$ cat config.mk
export PLATFORM = sky130hd
export DESIGN_NAME = aesctr_queue
export DESIGN_NICKNAME = d
export VERILOG_FILES = /design/src/aesctr_pkg.sv /design/src/aesctr_queue.sv
export SDC_FILE = /design/constraint.sdc
export NUM_CORES = 1
export LEC_CHECK = 0
export CORE_AREA = 5 5 205 207
export CTS_CLUSTER_DIAMETER = 100
export DETAILED_ROUTE_END_ITERATION = 8
export DIE_AREA = 0 0 210 212
export DONT_BUFFER_PORTS = 1
export PLACE_DENSITY = 0.69
export SLEW_MARGIN = 20
export SYNTH_ARGS = -nofsm -noshare
export SYNTH_HDL_FRONTEND = slang
export SYNTH_SLANG_ARGS = --single-unit
$ cat constraint.sdc
create_clock -name clock -period 19.9 [get_ports clock]
set_input_delay 0.995 -clock clock [delete_from_list [all_inputs] [get_ports clock]]
set_output_delay 0.995 -clock clock [all_outputs]
set_load 0.01 [all_outputs]
$ cat src/aesctr_pkg.sv
`timescale 1ns / 1ps
package aesctr_pkg;

   localparam int unsigned BlockBits = 128;
   localparam int unsigned WordBits  = 64;
   localparam int unsigned CountBits = 5;
   localparam int unsigned Rounds    = 10;
   localparam int unsigned QueueDepth = 2;

   typedef enum logic [1:0] {
      CSR_KEY_HIGH   = 2'd0,
      CSR_KEY_LOW    = 2'd1,
      CSR_START_HIGH = 2'd2,
      CSR_START_LOW  = 2'd3
   } csr_index_type;

   // item handed from front to back: keystream input (counter), data and byte count
   typedef struct packed {
      logic [BlockBits-1:0] ctr;
      logic [BlockBits-1:0] data;
      logic [CountBits-1:0] count;
   } job_type;

   typedef logic [7:0] sbox_table_type [256];

   localparam sbox_table_type Sbox = '{
      8'h63,8'h7c,8'h77,8'h7b,8'hf2,8'h6b,8'h6f,8'hc5,8'h30,8'h01,8'h67,8'h2b,8'hfe,8'hd7,8'hab,8'h76,
      8'hca,8'h82,8'hc9,8'h7d,8'hfa,8'h59,8'h47,8'hf0,8'had,8'hd4,8'ha2,8'haf,8'h9c,8'ha4,8'h72,8'hc0,
      8'hb7,8'hfd,8'h93,8'h26,8'h36,8'h3f,8'hf7,8'hcc,8'h34,8'ha5,8'he5,8'hf1,8'h71,8'hd8,8'h31,8'h15,
      8'h04,8'hc7,8'h23,8'hc3,8'h18,8'h96,8'h05,8'h9a,8'h07,8'h12,8'h80,8'he2,8'heb,8'h27,8'hb2,8'h75,
      8'h09,8'h83,8'h2c,8'h1a,8'h1b,8'h6e,8'h5a,8'ha0,8'h52,8'h3b,8'hd6,8'hb3,8'h29,8'he3,8'h2f,8'h84,
      8'h53,8'hd1,8'h00,8'hed,8'h20,8'hfc,8'hb1,8'h5b,8'h6a,8'hcb,8'hbe,8'h39,8'h4a,8'h4c,8'h58,8'hcf,
      8'hd0,8'hef,8'haa,8'hfb,8'h43,8'h4d,8'h33,8'h85,8'h45,8'hf9,8'h02,8'h7f,8'h50,8'h3c,8'h9f,8'ha8,
      8'h51,8'ha3,8'h40,8'h8f,8'h92,8'h9d,8'h38,8'hf5,8'hbc,8'hb6,8'hda,8'h21,8'h10,8'hff,8'hf3,8'hd2,
      8'hcd,8'h0c,8'h13,8'hec,8'h5f,8'h97,8'h44,8'h17,8'hc4,8'ha7,8'h7e,8'h3d,8'h64,8'h5d,8'h19,8'h73,
      8'h60,8'h81,8'h4f,8'hdc,8'h22,8'h2a,8'h90,8'h88,8'h46,8'hee,8'hb8,8'h14,8'hde,8'h5e,8'h0b,8'hdb,
      8'he0,8'h32,8'h3a,8'h0a,8'h49,8'h06,8'h24,8'h5c,8'hc2,8'hd3,8'hac,8'h62,8'h91,8'h95,8'he4,8'h79,
      8'he7,8'hc8,8'h37,8'h6d,8'h8d,8'hd5,8'h4e,8'ha9,8'h6c,8'h56,8'hf4,8'hea,8'h65,8'h7a,8'hae,8'h08,
      8'hba,8'h78,8'h25,8'h2e,8'h1c,8'ha6,8'hb4,8'hc6,8'he8,8'hdd,8'h74,8'h1f,8'h4b,8'hbd,8'h8b,8'h8a,
      8'h70,8'h3e,8'hb5,8'h66,8'h48,8'h03,8'hf6,8'h0e,8'h61,8'h35,8'h57,8'hb9,8'h86,8'hc1,8'h1d,8'h9e,
      8'he1,8'hf8,8'h98,8'h11,8'h69,8'hd9,8'h8e,8'h94,8'h9b,8'h1e,8'h87,8'he9,8'hce,8'h55,8'h28,8'hdf,
      8'h8c,8'ha1,8'h89,8'h0d,8'hbf,8'he6,8'h42,8'h68,8'h41,8'h99,8'h2d,8'h0f,8'hb0,8'h54,8'hbb,8'h16
   };

   function automatic logic [7:0] xtime(input logic [7:0] b);
      xtime = {b[6:0], 1'b0} ^ (b[7] ? 8'h1b : 8'h00);
   endfunction

   // byte i of a 128-bit block sits at bits 127-8i : 120-8i
   function automatic logic [7:0] get_byte(input logic [BlockBits-1:0] v, input int i);
      get_byte = v[BlockBits-1-8*i -: 8];
   endfunction

endpackage

$ cat src/aesctr_queue.sv
`timescale 1ns / 1ps
module aesctr_queue (
   input  logic                clock,
   input  logic                reset,
   input  logic                wr_valid,
   output logic                wr_ready,
   input  aesctr_pkg::job_type wr_job,
   output logic                rd_valid,
   input  logic                rd_ready,
   output aesctr_pkg::job_type rd_job
);
   import aesctr_pkg::*;

   job_type    slot_ff [QueueDepth];
   logic [0:0] wptr_ff, rptr_ff;
   logic [1:0] fill_ff;
   logic       push, pop;

   assign wr_ready = fill_ff != 2'(QueueDepth);
   assign rd_valid = fill_ff != 2'd0;
   assign rd_job   = slot_ff[rptr_ff];
   assign push     = wr_valid && wr_ready;
   assign pop      = rd_valid && rd_ready;

   always_ff @(posedge clock) begin
      if (push) begin
         slot_ff[wptr_ff] <= wr_job;
      end
   end

   always_ff @(posedge clock) begin
      if (reset) begin
         wptr_ff <= '0;
         rptr_ff <= '0;
         fill_ff <= '0;
      end else begin
         if (push) wptr_ff <= wptr_ff + 1'b1;
         if (pop)  rptr_ff <= rptr_ff + 1'b1;
         fill_ff <= fill_ff + 2'(push) - 2'(pop);
      end
   end

`ifndef ASSERT_OFF
   a_fill_max: assert property (@(posedge clock) disable iff (reset)
      fill_ff <= 2'(QueueDepth))
      else $error("queue overfilled");
   a_ptr_gap: assert property (@(posedge clock) disable iff (reset)
      (fill_ff == 2'd0 || fill_ff == 2'(QueueDepth)) |-> wptr_ff == rptr_ff)
      else $error("queue pointers out of step");
   a_fill_track: assert property (@(posedge clock) disable iff (reset)
      (push && !pop) |=> fill_ff == $past(fill_ff) + 2'd1)
      else $error("fill count wrong");
`endif
endmodule

### Yosys cells after proc, flatten, opt, wreduce, memory -nomap -nowiden

Memories as Yosys holds them, arrays and structs flattened. A register that Yosys moved wholly into a read port is not among the register bits.
Index checks and enable logic that the tools add are counted.

* memories kept: 1
* register bits: 4
* RAM bits: 522
* output and inout bits: 263
* logic and storage cells: 16

Memory list
* slot_ff: words 2, bits a word 261, read ports 1, clocked after Yosys merged registers in 1, write ports 1, line aesctr_queue.sv:14 `job_type slot_ff [QueueDepth];`

* reduce and logical (&&, ||, !) cells: 3
* mux-type cells: 4
* $add $sub $neg: 4
* eq/ne operators: 1

Operators with widths (number)
* 1-bit two-way mux: 4
* 1-bit adder (second input constant): 2
* 2-bit by 1-bit adder with 2-bit output: 1
* 1-bit logical AND: 2
* 2-bit inequality test (second input constant): 1
* 2-bit nonzero test: 1
* 2-bit by 1-bit subtractor with 2-bit output: 1

### Logic depth before layout (Yosys ltp)

Gate-level depths: netlist of run 1.

* word-level depth: 4
* gate-level depth with buffers: 6
* depth with buffers taken out: 6

### Worst setup path before layout of run 1

Ideal clock, no wire load.

* path kind: input to register
* from: in wr_valid
* to: mem slot_ff[1][0] in the netlist's numbering (enable)
* data arrival time: 6989 ps
* path buffers: 0
* required time: 19243 ps
* slack: 12255 ps
* stages on the path: 1
* cells stage by stage: and3_1

* cells in the longest elaborated chain, start to end: 3

Ends and longest elaborated chain
* start: declaration: line aesctr_queue.sv:5 `input logic wr_valid,`
* 1-bit logical AND: line aesctr_queue.sv:22 `assign push = wr_valid && wr_ready;`
* 1-bit two-way mux: line aesctr_queue.sv:26 `if (push) begin`
* 1-bit two-way mux (not written as such): line aesctr_queue.sv:27 `slot_ff[wptr_ff] <= wr_job;`
* end: declaration: line aesctr_queue.sv:14

Every way passes these cells.

==> qor.csv, run 1 <==
metric;value;unit
outcome;complete, no violations;
worst_slack;15530;ps
io_pins;528;
hold_path_depth;1;
clk_pin_slew_worst_paths;60;ps
holdWs;492;ps
drv_cap;0;
power_density;129;nW/um^2
hold_start;reset;
num_vias;7853;
path_max_fanout;65;
layout.cells.non_filler;1446;
hold_class;in2reg;
portBuffers;0;
first_global_vias;8252;
h-tree-depth;2;
reg2regPathDepth;5;
start_util;49.4;%
postRouteWirelength;39200;um
hold_viol_final;0;
rsz0062_at_grt;no;
p_switching;0.710;mW
max-slew-margin-rel;29.0;%
nFillCells;2968;
setup_viol;0;
syn_inst;841;
fmax;229;MHz
p_clk_share;33.4;%
ant_nets;0;
clockBufferDepth;3;
cts_setup_buffers;0;
r2r-start;fill_ff[0];
leakage;7.47;nW
max-vdd-ir-drop;0.0000927;V
cts_buffers;50;
finClkSkew;9.34;ps
antenna_found_initial;0;
placedCellCount;1353;
dpl_worst_slack;15720;ps
clk-insertion-delay-late;560;ps
endpoint_kind;primary output;
vias_per_cell;5.43;
cp.required;18910;ps
die_x;210;um
cp.arrival;3380;ps
cts_resized;0;
antenna_cells;0;
drive_above_1_share;39.1;%
clockRootBuffer;clkbuf_16;
ys_types;21;
r2r_slack;16060;ps
cts_tree;done;
area_growth;10.8;%
path_class;reg2out;
fin_crit_sh;22.0;%
total_power;2.85;mW
syn_avg_cell_area;23.6;sq um
drt_iter0_markers;516;
grt_pass1_wl;55200;um
cp-start-kind;register;
internal_power;2.14;mW
grt_usage;16.7;%
syn_area;19900;sq um
finalSetupTns;0;ps
drcViolationCount;0;
core_area;40200;sq um
synth_warnings;0;
worstReg2RegEnd;slot_ff[0][113];
seqPwrFrac;48.9;%
yosysSeqAreaShare;79.4;%
grt_remaining_overflow;0;
synth_fp_nets;1107;
finalMaxSlewViolations;0;
hpwl;27500;um
ctsHoldBuffers;0;
grt_max_degree;119;
wl_per_cell;27.1;um
p_sw_share;24.9;%
cts_sinks;527;
first_pass_iters;4;
combPwrFrac;17.7;%
place_congestion;0.810;
final_nets;1139;
dieArea;44500;sq um
layout_min_cycle_time;4370;ps
rows;74;
ys_ff_latch;527;
worst_pin_slew;1070;ps
die_h;212;um
-- worst max path at each step --
stage | endpoint | slack [ps] | startpoint | cells after the start
after floorplan | slot_ff[1][0] | 12250 | wr_valid | 1
after global placement | slot_ff[0][113] | 15780 | wr_valid | 4
after detailed placement | rd_job[130] | 15720 | register | 3
after CTS | rd_job[130] | 15090 | register | 3
after global routing | rd_job[130] | 15280 | register | 3
final | rd_job[130] | 15530 | register | 3
-- cell type report --
| class | count | area (sq um) | share of cell area, % |
|---|---|---|---|
| inverters | 1 | 11.3 | 0.0512 |
| flip-flops and latches | 527 | 15800 | 71.7 |
| repair buffers | 9 | 71.3 | 0.324 |
| multi-input cells | 284 | 3810 | 17.3 |
| clock buffers | 57 | 1300 | 5.90 |
| clock inverters | 36 | 377 | 1.71 |
| well taps | 532 | 666 | 3.02 |
-- flip-flops by register name, indices dropped and copies added, names as in the netlist, named ones only --
signal / count
wptr_ff: 1
slot_ff: 522
rptr_ff: 1
fill_ff: 2
-- per-layer routing --
| layer | global-route usage (%) | vias to the layer above | wire length, um |
|---|---|---|---|
| met5 | 0 | - | 0 |
| met4 | 5.92 | 0 | 1100 |
| met3 | 8.32 | 70 | 4680 |
| met2 | 29.7 | 368 | 20900 |
| met1 | 17.2 | 3994 | 12500 |
| li1 | - | 3421 | - |
-- Yosys cell counts, drive strengths merged --
master | n | area [sq um]
a211oi | 1 | 7.51
a21bo | 2 | 20.0
a21oi | 1 | 5.00
a32oi | 1 | 8.76
and3 | 1 | 6.26
buf | 29 | 283
dfxtp | 5 | 100
edfxtp | 522 | 15700
ha | 1 | 12.5
inv | 1 | 3.75
mux2 | 262 | 3660
nand2b | 1 | 6.26
nand3 | 1 | 5.00
nand3b | 1 | 7.51
nor2 | 5 | 18.8
nor2b | 3 | 18.8
o21ai | 2 | 10.0
or2 | 1 | 6.26
xor2 | 1 | 8.76
-- logic make-up (layout without fill, tap and decap cells) --
family,count (synthesis),after routing,share of synthesized area (%)
AOI/OAI and AO/OA,7,7,0.258
xor gates and xnor gates,1,1,0.0441
adders and majority gates,1,1,0.0630
buffers and inverters,30,103,1.44
DFF,527,527,79.4
muxes,262,262,18.4
and+or+nand+nor,13,13,0.346
-- worst max-delay path, stage by stage (launching register included) --
cell     delay [ps]
dfxtp_4         860
buf_4           800
buf_6           700
mux2_4          380
-- power by group through the flow --
stage | registers, mW | logic (mW) | clock network [mW]
4_1_cts | 1.40 | 0.517 | 0.976
6_report | 1.39 | 0.503 | 0.952
2_1_floorplan | 1.42 | 0.447 | 0
3_3_place_gp | 1.41 | 0.512 | 0
5_1_grt | 1.40 | 0.530 | 1.03
3_5_place_dp | 1.42 | 0.516 | 0
-- metrics by stage --
| stage | util, % | instance area, sq um |
|---|---|---|
| finish | 54.8 | 22000 |
| global route | 54.8 | 22000 |
| CTS | 54.8 | 22000 |
| detailed placement | 50.6 | 20300 |
| global placement | 50.6 | 20300 |
| floorplan | - | 19900 |
-- cells in the final DEF, fill, tap and decap left out, types with 2 or more instances in the layout --
cell	n
a21bo_2	2
buf_4	8
bufinv_16	7
clkbuf_1	6
clkbuf_16	51
clkinv_1	7
clkinv_2	13
clkinv_4	2
clkinvlp_4	3
dfxtp_1	4
edfxtp_1	522
inv_6	4
mux2_2	72
mux2_4	190
nor2_1	5
nor2b_1	3
o21ai_0	2
Power figures use the tool's default switching activity.
==> inputs of run 2 (changes only) <==
--- a/config.mk
+++ b/config.mk
@@ -5,12 +5,13 @@
 export SDC_FILE = /design/constraint.sdc
 export NUM_CORES = 1
 export LEC_CHECK = 0
-export CORE_AREA = 5 5 205 207
+export ABC_AREA = 1
+export CORE_AREA = 5 5 204 206
 export CTS_CLUSTER_DIAMETER = 100
 export DETAILED_ROUTE_END_ITERATION = 8
-export DIE_AREA = 0 0 210 212
+export DIE_AREA = 0 0 209 211
 export DONT_BUFFER_PORTS = 1
-export PLACE_DENSITY = 0.69
+export PLACE_DENSITY = 0.72
 export SLEW_MARGIN = 20
 export SYNTH_ARGS = -nofsm -noshare
 export SYNTH_HDL_FRONTEND = slang
==> constraint.sdc (replaced) <==
create_clock -name clock -period 3.7 [get_ports clock]
set_input_delay 0.185 -clock clock [delete_from_list [all_inputs] [get_ports clock]]
set_output_delay 0.185 -clock clock [all_outputs]
set_load 0.01 [all_outputs]
==> qor.csv, run 2 <==
metric;value;unit;change
outcome;complete, no violations;;
reg_top3;slot_ff: 522 flops, fill_ff: 2 flops;;
synth_top_cell_area_share;79.0;%;+0.085 points
clockRootBuffer;clkbuf_16;;
ys_top_cells_by_area;edfxtp_1, mux2_4, mux2_2;;
drv_cap;0;;unchanged
drcViolationCount;0;;unchanged
nFillCells;2604;;-12%
area_growth;24.4;%;
grt_pass1_wl;64000;um;+16%
met3_usage;5.97;%;-2.4 points
synth_common_cells;edfxtp_1, mux2_4, mux2_2;;
syn_inst;848;;+0.83%
num_vias;9171;;+17%
first_global_vias;9724;;+18%
core_area;39500;sq um;-1.8%
cp.arrival;2220;ps;-1160 ps
multi_input_area;3790;sq um;-0.59%
yosysSeqAreaShare;79.5;%;+0.085 points
worstReg2RegEnd;slot_ff[1][8];;
start_util;50.3;%;+0.86 points
met2_usage;34.0;%;+4.3 points
syn_avg_cell_area;23.4;sq um;-0.93%
clk_pin_slew_worst_paths;70;ps;about the same
syn_area;19800;sq um;-0.11%
r2r_slack;1610;ps;-14450 ps
reg2regPathDepth;5;;unchanged
power_density;665;nW/um^2;+410%
rows;73;;-1.4%
endpoint_kind;primary output;;
die_h;211;um;-0.47%
portBuffers;0;;unchanged
max-vdd-ir-drop;0.000513;V;+450%
finish.utilization;62.6;%;+7.8 points
cts_buffers;51;;+2.0%
grt_remaining_overflow;0;;unchanged
synth_warnings;0;;unchanged
h-tree-depth;2;;unchanged
die_x;209;um;-0.48%
max-slew-margin-rel;39.5;%;+11 points
hold_viol_final;0;;unchanged
ctsHoldBuffers;264;;+264
antenna_found_initial;5;;+5
finalSetupTns;0;ps;unchanged
clockBufferDepth;3;;unchanged
final_common_cell;edfxtp_1;;
io_pins;528;;unchanged
async_flop_share;0;%;unchanged
cts_sinks;527;;unchanged
final_nets;1419;;+25%
finClkSkew;11.4;ps;+2.08 ps
layout_min_cycle_time;2410;ps;
wl_per_cell;25.5;um;-5.9%
ant_nets;0;;unchanged
worst_pin_slew;907;ps;-158 ps
r2r-start;fill_ff[0];;
vias_per_cell;5.33;;-1.9%
postRouteWirelength;43900;um;+12%
placedCellCount;1361;;+0.59%
final_cell_mix;edfxtp_1, dlygate4sd3_1, mux2_4;;
clk-insertion-delay-late;570;ps;about the same
grt_max_degree;136;;+14%
synth_fp_nets;1114;;+0.63%
fin_crit_sh;65.1;%;
whs_endpoint;slot_ff[1][222];;
finalMaxSlewViolations;0;;unchanged
holdWs;265;ps;-227 ps
largest_reg_flops;522;;unchanged
synth-main-ff-cell;edfxtp_1;;
fmax;415;MHz;
synth_edf_count;522;;unchanged
drive_above_1_share;30.1;%;-8.9 points
setup_viol;0;;unchanged
gr-max-usage-layer;met2;;
path_max_fanout;32;;-51%
ff_latch_area;15800;sq um;about the same
top_register;slot_ff;;
rsz0062_at_grt;no;;
hpwl;27600;um;+0.27%
cp.required;3510;ps;-15400 ps
first_pass_iters;6;;+2
path_class;reg2out;;
ys_types;14;;-33%
cts_tree;done;;
place_area;20500;sq um;+0.67%
leakage;8.62;nW;+15%
cts_setup_buffers;0;;unchanged
synth_top_cell_by_area;edfxtp_1;;
cts_resized;0;;unchanged
final_area;24700;sq um;+12%
hold_start;wr_job[222];;
dieArea;44100;sq um;-0.95%
place_congestion;0.787;;-2.9%
drt_iter0_markers;606;;+17%
grt_usage;19.1;%;+2.4 points
ys_ff_latch;527;;unchanged
layout.cells.non_filler;1722;;+19%
cp-start-kind;register;;
hold_class;in2reg;;
met1_usage;22.0;%;+4.8 points
hold_path_depth;1;;unchanged
synth.most_common_cell;edfxtp_1;;
[run 2: cell count changes after synthesis, sizes merged, moves of 2 or more]
cell | previous run | this run
nor2 | 5 | 9
inv | 1 | 8
a21bo | 2 | 0
nor2b | 3 | 0
o21ai | 2 | 0
nand2 | 0 | 8
[run 2: cells by family (layout without fill, tap and decap cells)]
family	after synthesis	in the layout	synth area share, %
adders and majority gates	1	1	0.0630
muxes	261	261	18.4
buffers and inverters	37	381	1.58
DFF	527	527	79.5
AOI/OAI and AO/OA	2	2	0.0504
xor gates and xnor gates	1	1	0.0441
and+or+nand+nor	19	19	0.372
other	0	5	0
[run 2: worst max path at each step]
| stage | start | to | slack (ps) | cells after the start |
|---|---|---|---|---|
| after floorplan | fill_ff[0] | slot_ff[1][0] | -1130 | 4 |
| after global placement | fill_ff[0] | slot_ff[1][254] | 1570 | 5 |
| after detailed placement | fill_ff[0] | slot_ff[1][8] | 1570 | 5 |
| after CTS | register | rd_job[5] | 1230 | 2 |
| after global routing | register | rd_job[5] | 1150 | 2 |
| final | register | rd_job[5] | 1290 | 2 |
[run 2: stage by stage]
stage          power (mW)  setup slack (ps)
6_report             16.4              1290
3_3_place_gp         11.3              1570
3_5_place_dp         11.4              1570
4_1_cts              16.5              1230
5_1_grt              17.1              1150
2_1_floorplan        10.8             -1130
[run 2: layout make-up]
class | instances | share of cell area (%)
multi-input combinational | 284 | 15.3
antenna | 5 | 0.0507
sequential | 527 | 63.9
timing repair buffer | 281 | 11.6
tap | 525 | 2.66
clock buffer | 58 | 5.45
clock inverter | 34 | 0.912
inverter | 8 | 0.122
[run 2: per-layer routing]
| metal | vias up | wire length [um] |
|---|---|---|
| li1 | 3988 | - |
| met1 | 4692 | 15800 |
| met2 | 421 | 23500 |
| met3 | 68 | 3410 |
| met4 | 2 | 1220 |
| met5 | - | 7 |
[run 2: critical path: stages (launching register included)]
cell and delay [ps]:
dfxtp_4 660, buf_4 520, mux2_2 450
[run 2: power breakdown]
group          leakage (nW)  switching [mW]  total (mW)  internal, mW
registers              4.92           0.264        7.84          7.58
clock network         0.769            2.12        4.87          2.75
logic                  2.93            2.09        3.72          1.63
